## src/rtl/rtvm_pkg.sv

```systemverilog
// shared constants, codes and types of the regex thread machine matcher
package rtvm_pkg;

    localparam int PROG_DEPTH  = 64;
    localparam int MAX_THREADS = 64;
    localparam int MAX_SUBS    = 8;
    localparam int OFF_W       = 16;

    localparam int PC_W      = $clog2(PROG_DEPTH);
    localparam int TH_W      = $clog2(MAX_THREADS);
    localparam int CNT_W     = TH_W + 1;
    localparam int SUB_IX_W  = $clog2(MAX_SUBS);
    localparam int MS_W      = 4;
    localparam int STEP_W    = 16;
    localparam int CODE_W    = 21;
    localparam int OP_W      = 4;
    localparam int CFG_IDX_W = 3;
    localparam int CFG_DAT_W = 16;

    localparam logic [CODE_W-1:0] CH_NEWLINE = CODE_W'(10);

    localparam logic [OP_W-1:0] OP_RUNE   = 4'd0;
    localparam logic [OP_W-1:0] OP_ANY    = 4'd1;
    localparam logic [OP_W-1:0] OP_CLASS  = 4'd2;
    localparam logic [OP_W-1:0] OP_NOTNL  = 4'd3;
    localparam logic [OP_W-1:0] OP_BOL    = 4'd4;
    localparam logic [OP_W-1:0] OP_EOL    = 4'd5;
    localparam logic [OP_W-1:0] OP_JMP    = 4'd6;
    localparam logic [OP_W-1:0] OP_SPLIT  = 4'd7;
    localparam logic [OP_W-1:0] OP_SAVE   = 4'd8;
    localparam logic [OP_W-1:0] OP_UNSAVE = 4'd9;

    localparam logic [CFG_IDX_W-1:0] CFG_START_PC    = 3'd0;
    localparam logic [CFG_IDX_W-1:0] CFG_CAP_COUNT   = 3'd1;
    localparam logic [CFG_IDX_W-1:0] CFG_HARD_END    = 3'd2;
    localparam logic [CFG_IDX_W-1:0] CFG_START_OFF   = 3'd3;
    localparam logic [CFG_IDX_W-1:0] CFG_BEGINS_LINE = 3'd4;

    localparam int CMD_W = 4;
    localparam logic [CMD_W-1:0] CMD_NONE   = 4'd0;
    localparam logic [CMD_W-1:0] CMD_ACCEPT = 4'd1;
    localparam logic [CMD_W-1:0] CMD_BEGIN  = 4'd2;
    localparam logic [CMD_W-1:0] CMD_FETCH  = 4'd3;
    localparam logic [CMD_W-1:0] CMD_TAKE   = 4'd4;
    localparam logic [CMD_W-1:0] CMD_PRD    = 4'd5;
    localparam logic [CMD_W-1:0] CMD_EXEC   = 4'd6;
    localparam logic [CMD_W-1:0] CMD_FINISH = 4'd7;
    localparam logic [CMD_W-1:0] CMD_EMIT   = 4'd8;
    localparam logic [CMD_W-1:0] CMD_ADV    = 4'd9;
    localparam logic [CMD_W-1:0] CMD_INIT   = 4'd10;

    localparam int OUT_W = 3;
    localparam logic [OUT_W-1:0] OUT_NEXT  = 3'd0;
    localparam logic [OUT_W-1:0] OUT_SPLIT = 3'd1;
    localparam logic [OUT_W-1:0] OUT_KEEP  = 3'd2;
    localparam logic [OUT_W-1:0] OUT_DIE   = 3'd3;
    localparam logic [OUT_W-1:0] OUT_CLASS = 3'd4;
    localparam logic [OUT_W-1:0] OUT_MATCH = 3'd5;

    typedef struct packed {
        logic [OFF_W-1:0] sp;
        logic [OFF_W-1:0] ep;
        logic             sset;
        logic             eset;
    } t_cap;

    typedef struct packed {
        logic [PC_W-1:0]          pc;
        logic [STEP_W-1:0]        gen;
        t_cap [MAX_SUBS-1:0]      caps;
    } t_thread;

    typedef struct packed {
        logic [OP_W-1:0]   op;
        logic [CODE_W-1:0] lo;
        logic [CODE_W-1:0] hi;
        logic [5:0]        ta;
        logic [5:0]        tb;
        logic [4:0]        sub;
    } t_instr;

    typedef struct packed {
        logic [CMD_W-1:0] code;
    } t_cmd;

    typedef struct packed {
        logic             any_thread;
        logic             brk;
        logic             visited;
        logic [OUT_W-1:0] outcome;
        logic             early_done;
        logic             at_end;
        logic             done;
        logic             last_res;
    } t_stat;

endpackage

```

## src/rtl/rtvm_ctrl.sv

```systemverilog
// sequencing state machine of the regex thread machine matcher
module rtvm_ctrl (
    input  logic          i_clk,
    input  logic          i_rst_n,
    input  logic          i_valid,
    input  logic          i_command,
    input  logic          i_is_end,
    input  logic          i_out_stall,
    input  rtvm_pkg::t_stat i_stat,
    output logic          o_in_stall,
    output logic          o_out_valid,
    output rtvm_pkg::t_cmd  o_cmd
);

    localparam logic [3:0] S_IDLE   = 4'd0;
    localparam logic [3:0] S_BEGIN  = 4'd1;
    localparam logic [3:0] S_FETCH  = 4'd2;
    localparam logic [3:0] S_TAKE   = 4'd3;
    localparam logic [3:0] S_PRD    = 4'd4;
    localparam logic [3:0] S_EXEC   = 4'd5;
    localparam logic [3:0] S_FINISH = 4'd6;
    localparam logic [3:0] S_EMIT   = 4'd7;
    localparam logic [3:0] S_WAIT   = 4'd8;
    localparam logic [3:0] S_INIT   = 4'd9;

    logic [3:0] r_state;
    logic [3:0] n_state;

    always_ff @(posedge i_clk) begin
        if (!i_rst_n) begin
            r_state <= S_IDLE;
        end else begin
            r_state <= n_state;
        end
    end

    always_comb begin
        n_state    = r_state;
        o_cmd.code = rtvm_pkg::CMD_NONE;
        unique case (r_state)
            S_IDLE: begin
                if (i_valid) begin
                    o_cmd.code = rtvm_pkg::CMD_ACCEPT;
                    if (i_command) begin
                        if (i_is_end) begin
                            n_state = i_stat.done ? S_INIT : S_BEGIN;
                        end else begin
                            n_state = i_stat.done ? S_IDLE : S_BEGIN;
                        end
                    end
                end
            end
            S_BEGIN: begin
                o_cmd.code = rtvm_pkg::CMD_BEGIN;
                n_state    = S_FETCH;
            end
            S_FETCH: begin
                o_cmd.code = rtvm_pkg::CMD_FETCH;
                n_state    = i_stat.any_thread ? S_TAKE : S_FINISH;
            end
            S_TAKE: begin
                o_cmd.code = rtvm_pkg::CMD_TAKE;
                n_state    = i_stat.brk ? S_FINISH : S_PRD;
            end
            S_PRD: begin
                o_cmd.code = rtvm_pkg::CMD_PRD;
                n_state    = i_stat.visited ? S_FETCH : S_EXEC;
            end
            S_EXEC: begin
                o_cmd.code = rtvm_pkg::CMD_EXEC;
                if (i_stat.outcome == rtvm_pkg::OUT_NEXT ||
                    i_stat.outcome == rtvm_pkg::OUT_SPLIT ||
                    i_stat.outcome == rtvm_pkg::OUT_CLASS) begin
                    n_state = S_PRD;
                end else begin
                    n_state = S_FETCH;
                end
            end
            S_FINISH: begin
                o_cmd.code = rtvm_pkg::CMD_FINISH;
                n_state    = (i_stat.at_end || i_stat.early_done) ? S_EMIT : S_IDLE;
            end
            S_EMIT: begin
                o_cmd.code = rtvm_pkg::CMD_EMIT;
                n_state    = S_WAIT;
            end
            S_WAIT: begin
                if (!i_out_stall) begin
                    if (i_stat.last_res) begin
                        n_state = i_stat.at_end ? S_INIT : S_IDLE;
                    end else begin
                        o_cmd.code = rtvm_pkg::CMD_ADV;
                        n_state    = S_EMIT;
                    end
                end
            end
            S_INIT: begin
                o_cmd.code = rtvm_pkg::CMD_INIT;
                n_state    = S_IDLE;
            end
            default: begin
                n_state = S_IDLE;
            end
        endcase
    end

    assign o_in_stall  = (r_state != S_IDLE);
    assign o_out_valid = (r_state == S_WAIT);

endmodule

```

## config.mk

```make
export PLATFORM = sky130hd
export DESIGN_NAME = rtvm_ctrl
export DESIGN_NICKNAME = d
export VERILOG_FILES = /design/src/rtl/rtvm_pkg.sv /design/src/rtl/rtvm_ctrl.sv
export SDC_FILE = /design/constraint.sdc
export NUM_CORES = 1
export LEC_CHECK = 0
export BUFFER_PORTS_ARGS = -buffer_cell sky130_fd_sc_hd__buf_4
export CAP_MARGIN = 10
export CORE_MARGIN = 5
export CORE_UTILIZATION = 30
export CTS_CLUSTER_DIAMETER = 200
export DETAILED_ROUTE_END_ITERATION = 6
export PLACE_DENSITY = 0.61
export SETUP_SLACK_MARGIN = 0.4
export SLEW_MARGIN = 20
export SYNTH_ARGS = -nofsm -noshare
export SYNTH_HDL_FRONTEND = slang
export SYNTH_SLANG_ARGS = --single-unit
export TNS_END_PERCENT = 100
```

## constraint.sdc

```tcl
create_clock -name i_clk -period 2.4 [get_ports i_clk]
set_clock_uncertainty 0.1 [all_clocks]
set_input_delay 0.36 -clock i_clk [delete_from_list [all_inputs] [get_ports i_clk]]
set_output_delay 0.36 -clock i_clk [all_outputs]
set_load 0.02 [all_outputs]
```

After elaboration in Yosys (flattened, before gate mapping)

Index checks and enable logic that the tools add are counted.

Multiply operators: 0
Bitwise gates (word level): 0
Div/mod/pow operators: 0
Add/sub/neg operators: 0
Muxes and demuxes: 18
Magnitude comparators: 0
Reduce and logical (&&, ||, !) cells: 7
Shift operators: 0
Equal/unequal tests: 14

Operators by type and width:

| kind                                                            | number |
|---|---|
| 4-bit one-hot mux with 10 select lines                          | 1 |
| 4-bit two-way mux                                               | 9 |
| 4-bit one-hot mux with 9 select lines                           | 1 |
| 4-bit by 3-bit == test with 1-bit output, second input constant | 4 |
| 3-bit two-way mux                                               | 4 |
| 4-bit by 2-bit == test with 1-bit output, second input constant | 2 |
| 4-bit == test, second input constant                            | 2 |
| 2-bit != test, second input constant                            | 3 |
| 4-bit by 1-bit == test with 1-bit output, second input constant | 1 |
| 4-bit zero test                                                 | 1 |
| 4-bit nonzero test                                              | 1 |
| 3-bit by 1-bit == test with 1-bit output, second input constant | 1 |
| 3-bit == test, second input constant                            | 1 |
| 3-bit zero test                                                 | 1 |
| 1-bit logical OR                                                | 3 |
| 3-bit AND reduction                                             | 1 |
| 1-bit two-way mux                                               | 2 |
| 2-bit two-way mux                                               | 1 |

Word-level logic and storage cells: 40
Memories kept: 0
Input port bits: 16
RAM bits: 0
Output and inout port bits: 6
Bits in latches: 0
Bits in read-only memories: 0
Register bits after elaboration: 4

Depth between registers and ports, before layout

Gate-level depths: netlist of run 1.

Depth in word-level cells: 5
Gate-level depth with buffers: 5
Mapped depth without buffers: 4

Worst setup path after synthesis of run 1

Ideal clock, no wire load.

Path kind: flip-flop to output port
Start: register r_state[2]
End: output o_cmd[0] in the netlist's numbering
Cell stages (with the launch flop): 5
Setup slack: 0.617 ns
Data arrival time: 1.323 ns
Cells stage by stage: dfxtp_1 buf_4 nor2_1 nand2_1 a221oi_1

RTL lines:

| what                   | RTL line        | text |
|---|---|---|
| start, declared        | rtvm_ctrl.sv:26 | `logic [3:0] r_state;` |
| start signal, assigned | rtvm_ctrl.sv:33 | `r_state <= n_state;` |
| end, declared          | rtvm_ctrl.sv:12 | `output rtvm_pkg::t_cmd o_cmd` |

==> impl_results.md, run 1 <==
- Worst relative slew slack: about two thirds
- Required time at the endpoint of the critical path: between 1.5 and 2 ns
- R2R cell count: 4
- First DRT Iteration DRCs: 14
- Type of the most critical hold path: input pin to flop
- TritonCTS clock tree: yes
- Die outline width: 47.49 um
- Maximum number of pins on one net before global-route repair: 17
- Cell count after synthesis: between 60 and 70
- Pwr/cell area: roughly 440 nW/um2
- WP data arrival: 1.43 ns
- Number of flip-flops under the largest register name: 4
- Pin slew with the least headroom to its limit: a little under 0.5 ns
- Core ar.: 1318 um2
- Root buffer cell: sky130_fd_sc_hd__clkbuf_4
- Fraction of power spent switching nets: between 30% and 40%
- Routed length per placed instance: approximately 12 um
- Final Total Pwr: between 0.2 and 0.3 mW
- Tcrit/Tclk final: just under 80%
- Ant. Diodes: 0
- FF-to-FF End: r_state[0]
- Fraction of final layout cells sized beyond drive strength 1: around 32%
- Initial cell density of the core: 32.00%
- Instance count along the most critical hold path: 2
- Min-delay src: i_rst_n
- Final net count: 105
- Largest registers: r_state x4
- Setup violation total in the final timing report: 0
- Via-per-instance ratio: about 5.3
- Portion of the post-synthesis area used by sequential elements: between 10% and 20%
- Inst Count DP: 99
- Most frequent cell after synthesis: sky130_fd_sc_hd__nor2_1
- Final sum of negative setup slack: 0 ns
- CTS buffer count: 3
- RR Startpoint: r_state[2]
- Area of the mapped netlist: 421.7 um2
- Largest family of logic cells by synthesized area: simple AND/OR/NAND/NOR gates
- Clock period minus worst slack: 1.887 ns
- Die H: about 47 um
- Proportion of power drawn by flip-flops and latches: 31.9%
- Buffers inserted during post-CTS setup optimization: 0
- Deepest level of the CTS H-tree: 1
- Area of the die: 2255 um2
- Later-pin clock latency in the skew report: 0.24 ns
- Synthesis Warnings: 0
- Share of flip-flops with an asynchronous set or reset after synthesis: 0%
- Yosys top cell area share: 18.99%
- Total routed wirelength: between 1 and 1.5 mm
- Kind of cell with the highest combined delay on the critical path: flip-flops
- Setup WS post-layout: slightly above 0.5 ns
- Antenna viol nets, final: 0
- Largest incremental delay on the critical path: ~0.45 ns
- Number of cells in the finished layout apart from fillers: 102
- DR DRC count: 0
- Hold path endpoint: r_state[3]
- # IOs: 22
- Part of the power in combinational logic: between 30 and 40%
- IR drop worst, VDD: between 0.2 and 0.25 mV
- Via count: between 500 and 600
- Sum of net half-perimeters after detailed placement: ~920 um
- Flip-flop and latch count after synthesis: 4
- Max_cap viols: 0
- Multi-input gate area in the final layout: ~330 um2
- EDFF count, synth: 0
- Status: completed
- Worst Hold Margin: between 0.2 and 0.25 ns
- Count of input and output buffers: 21
- Top area cells in the synthesized netlist: sky130_fd_sc_hd__dfxtp_1, sky130_fd_sc_hd__a21oi_1, sky130_fd_sc_hd__nor2_1, sky130_fd_sc_hd__o21ai_0, sky130_fd_sc_hd__nand2_1
- Leakage Power: roughly 0.27 nW
- First-pass GRT wire length: just under 2 mm
- GRT Util Overall: around an eighth
- Setup slack on the worst flop-to-flop path: slightly above 0.8 ns
- Post-Synth Simple-Gate Area: ~42%
- Final number of max-transition violations: 0
- Area occupied by registers: roughly 83 um2
- Startpoint kind of the worst setup timing path: flop
- Clock slew at reported path FFs: ~0.040 ns
- Clock power frac: around 32%
- Type of the worst setup path: flop to output port
- Critical Path Sink Type: output port
- Achievable frequency: ~530 MHz
- Initial antenna violation count: 0
- Drt pass-1 iters: 4
- Layout-stage area growth over the synthesis result: 45.99%
- Complex-gate fraction of the synthesized area: roughly 31%
- Main flop type after synthesis: sky130_fd_sc_hd__dfxtp_1
- Via count of the first global-routing pass: between 400 and 500
- Synthesized netlist net count: 83
- Mux cell area share after synthesis: 0%
- Adder-cell share of the synthesized area: 0%
- Largest area contributor in the synthesized netlist: sky130_fd_sc_hd__dfxtp_1
- Cell breakdown of the critical path: nor2_4 -> nand2_1 -> a221oi_1 -> buf_4
- Largest register by flop count: r_state
- Sw power: approximately 0.092 mW
- Post-placement worst setup slack: about 0.66 ns
- GRT Residual Overflow: 0
- Maximum number of buffers from clock root to sink: 2
- CP max stage cell: sky130_fd_sc_hd__dfxtp_1
- Number of unique standard cell types used by synthesis: 28
- Num Clock Sinks: 4
- Internal power: between 0.15 and 0.2 mW
- Critical path peak fanout: 12
- Post-synthesis average cell area: between 6 and 7 um2
- Number of inserted filler cells in the final layout: ~150
- Leading post-synthesis cells by instance count: sky130_fd_sc_hd__nor2_1, sky130_fd_sc_hd__a21oi_1, sky130_fd_sc_hd__nand2_1, sky130_fd_sc_hd__o21ai_0, sky130_fd_sc_hd__dfxtp_1
- Unrepaired setup endpoints after global routing: no
- Post-synthesis share of cell area spent on xor and xnor gates: around 2.1%
- Placement row count: 13
- Hold violation count in the final report: 0
- CP bufs+invs: 1
- Gpl congestion: 0.7552
==> kinds of logic after synthesis <==
family	after synthesis
DFF	4
AOI/OAI and AO/OA	22
buffers and inverters	5
xor gates and xnor gates	1
and+or+nand+nor	35
==> routing by layer <==
metal  routed length, um  track usage, %
met5                   0               0
met3                 122           4.135
met2                 573           19.79
met4                   0           1.657
met1                 560           15.21
==> power groups by stage <==
stage / sequential, mW / clock (mW) / combinational, mW
after floorplan: 0.0751 / 0 / 0.0611
after global placement: 0.0850 / 0 / 0.0968
after detailed placement: 0.0848 / 0 / 0.0960
after CTS: 0.0842 / 0.0894 / 0.0968
after global routing: 0.0878 / 0.0929 / 0.109
final: 0.0862 / 0.0869 / 0.0969
==> layout make-up <==
class                      instances  share of cell area (%)
inverter                           1                  0.6098
tap                               15                   3.049
timing repair buffer              21                   25.61
clock buffer                       3                   3.659
sequential                         4                   13.41
multi-input combinational         58                   53.66
==> placed cells by master (no fill, tap or decap), types with 2 or more instances in the layout <==
master	count
sky130_fd_sc_hd__a21oi_1	8
sky130_fd_sc_hd__and2b_1	2
sky130_fd_sc_hd__buf_4	21
sky130_fd_sc_hd__clkbuf_4	3
sky130_fd_sc_hd__dfxtp_1	2
sky130_fd_sc_hd__dfxtp_2	2
sky130_fd_sc_hd__nand2_1	8
sky130_fd_sc_hd__nand2b_1	2
sky130_fd_sc_hd__nand3_1	3
sky130_fd_sc_hd__nor2_1	9
sky130_fd_sc_hd__nor2b_1	2
sky130_fd_sc_hd__o211ai_1	2
sky130_fd_sc_hd__o21ai_0	6
==> stage by stage <==
| step | util (%) | instance area [um2] |
|---|---|---|
| 5_1_grt | 46.72 | 615.6 |
| 3_3_place_gp | 43.87 | 578.1 |
| 2_1_floorplan | - | 421.7 |
| 4_1_cts | 45.77 | 603.1 |
| 6_report | 46.72 | 615.6 |
| 3_5_place_dp | 43.87 | 578.1 |
==> how the worst max path moves through the flow <==
stage                          end  startpoint  slack [ns]  cells after the start
after floorplan           o_cmd[0]  r_state[2]        0.62                      4
after CTS                 o_cmd[0]  r_state[1]        0.45                      4
after global placement    o_cmd[0]  r_state[1]        0.73                      4
after global routing      o_cmd[0]  r_state[2]        0.43                      4
final                     o_cmd[0]  r_state[2]        0.51                      4
after detailed placement  o_cmd[0]  r_state[1]        0.66                      4
==> timing repair <==
| item | 4_1_cts | 5_1_grt |
|---|---|---|
| gates cloned | 0 | 0 |
| hold buffers | 0 | 0 |
| setup endpoints to repair | 1 | 4 |
| resized for setup | 1 | 4 |
| hold endpoints to repair | 0 | 0 |
Note: power is estimated with default switching activity, not from simulation.
==> run 2, diff against run 1 <==
==> constraint.sdc (replaced) <==
create_clock -name i_clk -period 1.9 [get_ports i_clk]
set_clock_uncertainty 0.1 [all_clocks]
set_input_delay 0.285 -clock i_clk [delete_from_list [all_inputs] [get_ports i_clk]]
set_output_delay 0.285 -clock i_clk [all_outputs]
set_load 0.02 [all_outputs]
==> run 2 against run 1 <==
  * Global-route usage increased by 1.9 points
  * Critical path depth increased by 1
  * Largest cell class unchanged
  * Hold slack got worse by 0.073 ns
  * Total power increased by 35%
  * Cell count increased by 7.8%
  * Largest power group unchanged
==> impl_results.md, run 2 (synthesis results as in run 1) <==
- Setup violation total in the final timing report: 0 (unchanged)
- Type of the most critical hold path: input pin to flop (unchanged)
- Root buffer cell: sky130_fd_sc_hd__clkbuf_4 (unchanged)
- Total routed wirelength: 1.345 mm (was 1.256 mm)
- GRT Residual Overflow: 0 (unchanged)
- Via-per-instance ratio: 5.345 (was 5.255)
- Via count of the first global-routing pass: 537 (was 496)
- Area occupied by registers: 95.09 um2 (was 82.58 um2)
- Largest registers: r_state x4 (unchanged)
- Max_cap viols: 0 (unchanged)
- Leading cell types in the layout, fill and taps excluded: sky130_fd_sc_hd__buf_4, sky130_fd_sc_hd__a21oi_1, sky130_fd_sc_hd__nor2_1 (was sky130_fd_sc_hd__buf_4, sky130_fd_sc_hd__nor2_1, sky130_fd_sc_hd__nand2_1, sky130_fd_sc_hd__a21oi_1, sky130_fd_sc_hd__o21ai_0)
- Multi-input gate area in the final layout: 360.3 um2 (was 330.3 um2)
- Sum of net half-perimeters after detailed placement: 933.1 um (was 916.5 um)
- Most common cell after layout, fill and taps aside: sky130_fd_sc_hd__buf_4 (unchanged)
- Critical path peak fanout: 8 (was 12)
- Pin slew with the least headroom to its limit: 0.3921 ns (was 0.4947 ns)
- Hold buffer count at CTS: 0 (unchanged)
- First DRT Iteration DRCs: 8 (was 14)
- Routed length per placed instance: 12.23 um (was 12.31 um)
- Via count: 588 (was 536)
- IR drop worst, VDD: 0.3324 mV (was 0.2230 mV)
- Final sum of negative setup slack: 0 ns (unchanged)
- Fraction of final layout cells sized beyond drive strength 1: 46.32% (was 32.18%)
- Final number of max-transition violations: 0 (unchanged)
- Layout-stage area growth over the synthesis result: 73.89% (was 45.99%)
- Number of flip-flops under the largest register name: 4 (unchanged)
- GRT Util Overall: 13.86% (was 11.93%)
- Die outline width: 47.49 um (unchanged)
- Largest register by flop count: r_state (unchanged)
- Area of the die: 2255 um2 (unchanged)
- Proportion of power drawn by flip-flops and latches: 28.2% (was 31.9%)
- Unrepaired setup endpoints after global routing: yes (was no)
- Internal power: 0.2417 mW (was 0.1780 mW)
- Clock power frac: 28.6% (was 32.2%)
- Pwr/cell area: 495.7 nW/um2 (was 438.6 nW/um2)
- Final net count: 113 (was 105)
- Status: completed (unchanged)
- Worst relative slew slack: 73.19% (was 66.97%)
- Drt pass-1 iters: 4 (unchanged)
- Fraction of power spent switching nets: 33.50% (was 34.08%)
- Maximum number of pins on one net before global-route repair: 16 (was 17)
- CTS buffer count: 3 (unchanged)
- Hold violation count in the final report: 0 (unchanged)
- TritonCTS clock tree: yes (unchanged)
- DR DRC count: 0 (unchanged)
- Ant. Diodes: 0 (unchanged)
- First-pass GRT wire length: 2.208 mm (was 1.959 mm)
- Core ar.: 1318 um2 (unchanged)
- Num Clock Sinks: 4 (unchanged)
- Number of inserted filler cells in the final layout: 137 (was 153)
- Placement row count: 13 (unchanged)
- Initial cell density of the core: 32.00% (unchanged)
- Count of input and output buffers: 21 (unchanged)
- Clock period minus worst slack: about 1.6 ns
- Critical Path Sink Type: output port (unchanged)
- Startpoint kind of the worst setup timing path: flop (unchanged)
- Type of the worst setup path: flop to output port (unchanged)
- Required time at the endpoint of the critical path: 1.51 ns (was 1.94 ns)
- Later-pin clock latency in the skew report: 0.23 ns (was 0.24 ns)
- Sw power: 0.1218 mW (was 0.09201 mW)
- Initial antenna violation count: 0 (unchanged)
- WP data arrival: 1.20 ns (was 1.43 ns)
- Die H: 47.49 um (unchanged)
- # IOs: 22 (unchanged)
- Maximum number of buffers from clock root to sink: 2 (unchanged)
- Achievable frequency: around 630 MHz
- Deepest level of the CTS H-tree: 1 (unchanged)
- Clock slew at reported path FFs: 0.03 ns (was 0.04 ns)
- Gpl congestion: 0.7382 (was 0.7552)
- Tcrit/Tclk final: 83.56%
- Part of the power in combinational logic: 43.2% (was 35.9%)
- Post-route cell area: 733.2 um2 (was 615.6 um2)
- Area after DPL: 615.6 um2 (was 578.1 um2)
- Antenna viol nets, final: 0 (unchanged)
- Leakage Power: 0.3240 nW (was 0.2722 nW)
[run 2: critical path, stage by stage (launching register included)]
cell and delay (ns):
sky130_fd_sc_hd__dfxtp_4 0.37, sky130_fd_sc_hd__buf_6 0.13, sky130_fd_sc_hd__nand2_2 0.07, sky130_fd_sc_hd__xor2_1 0.17
sky130_fd_sc_hd__nor2_2 0.10, sky130_fd_sc_hd__buf_6 0.13
[run 2: repair_timing]
| item | CTS | global route |
|---|---|---|
| setup endpoints to repair | 9 | 9 |
| pin swaps | 6 | 0 |
| resized for setup | 16 | 3 |
| setup buffers | 6 | 0 |
[run 2: power by group through the flow]
stage / sequential, mW / clock (mW) / combinational, mW
6_report: 0.103 / 0.104 / 0.157
5_1_grt: 0.104 / 0.114 / 0.173
4_1_cts: 0.102 / 0.107 / 0.155
3_5_place_dp: 0.104 / 0 / 0.137
3_3_place_gp: 0.105 / 0 / 0.138
2_1_floorplan: 0.0950 / 0 / 0.0865
[run 2: area by class of cell]
type	instances	area share (%)
Timing Repair Buffer	29	31.74
Clock buffer	3	3.072
Multi-Input combinational cell	58	49.15
Tap cell	15	2.560
Inverter	1	0.5119
Sequential cell	4	12.97
[run 2: worst paths after layout]
path | start | to | slack, ns | cells past startpoint
max | r_state[1] | o_cmd[2] | 0.31 | 5
min | i_rst_n | r_state[3] | 0.16 | 2
max reg2reg | r_state[1] | r_state[2] | 0.37 | 6
min reg2reg | r_state[0] | r_state[2] | 0.53 | 2
[run 2: per-layer routing]
layer	global-route usage [%]	routed length, um	vias to the layer above
li1	-	-	300
met1	15.96	558	264
met2	24.33	651	24
met3	6.015	135	0
met4	1.657	0	0
met5	0	0	-
[run 2: through the flow]
stage	std cells	setup slack (ns)	hold WS [ns]	total power, mW	util (%)
after floorplan	67	0.3652	0.3025	0.1815	-
after global placement	101	0.2890	0.4061	0.2428	46.72
after detailed placement	101	0.2489	0.4043	0.2415	46.72
after CTS	110	0.3046	0.1612	0.3643	55.27
after global routing	110	0.2415	0.1680	0.3899	55.65
final	110	0.3124	0.1647	0.3634	55.65
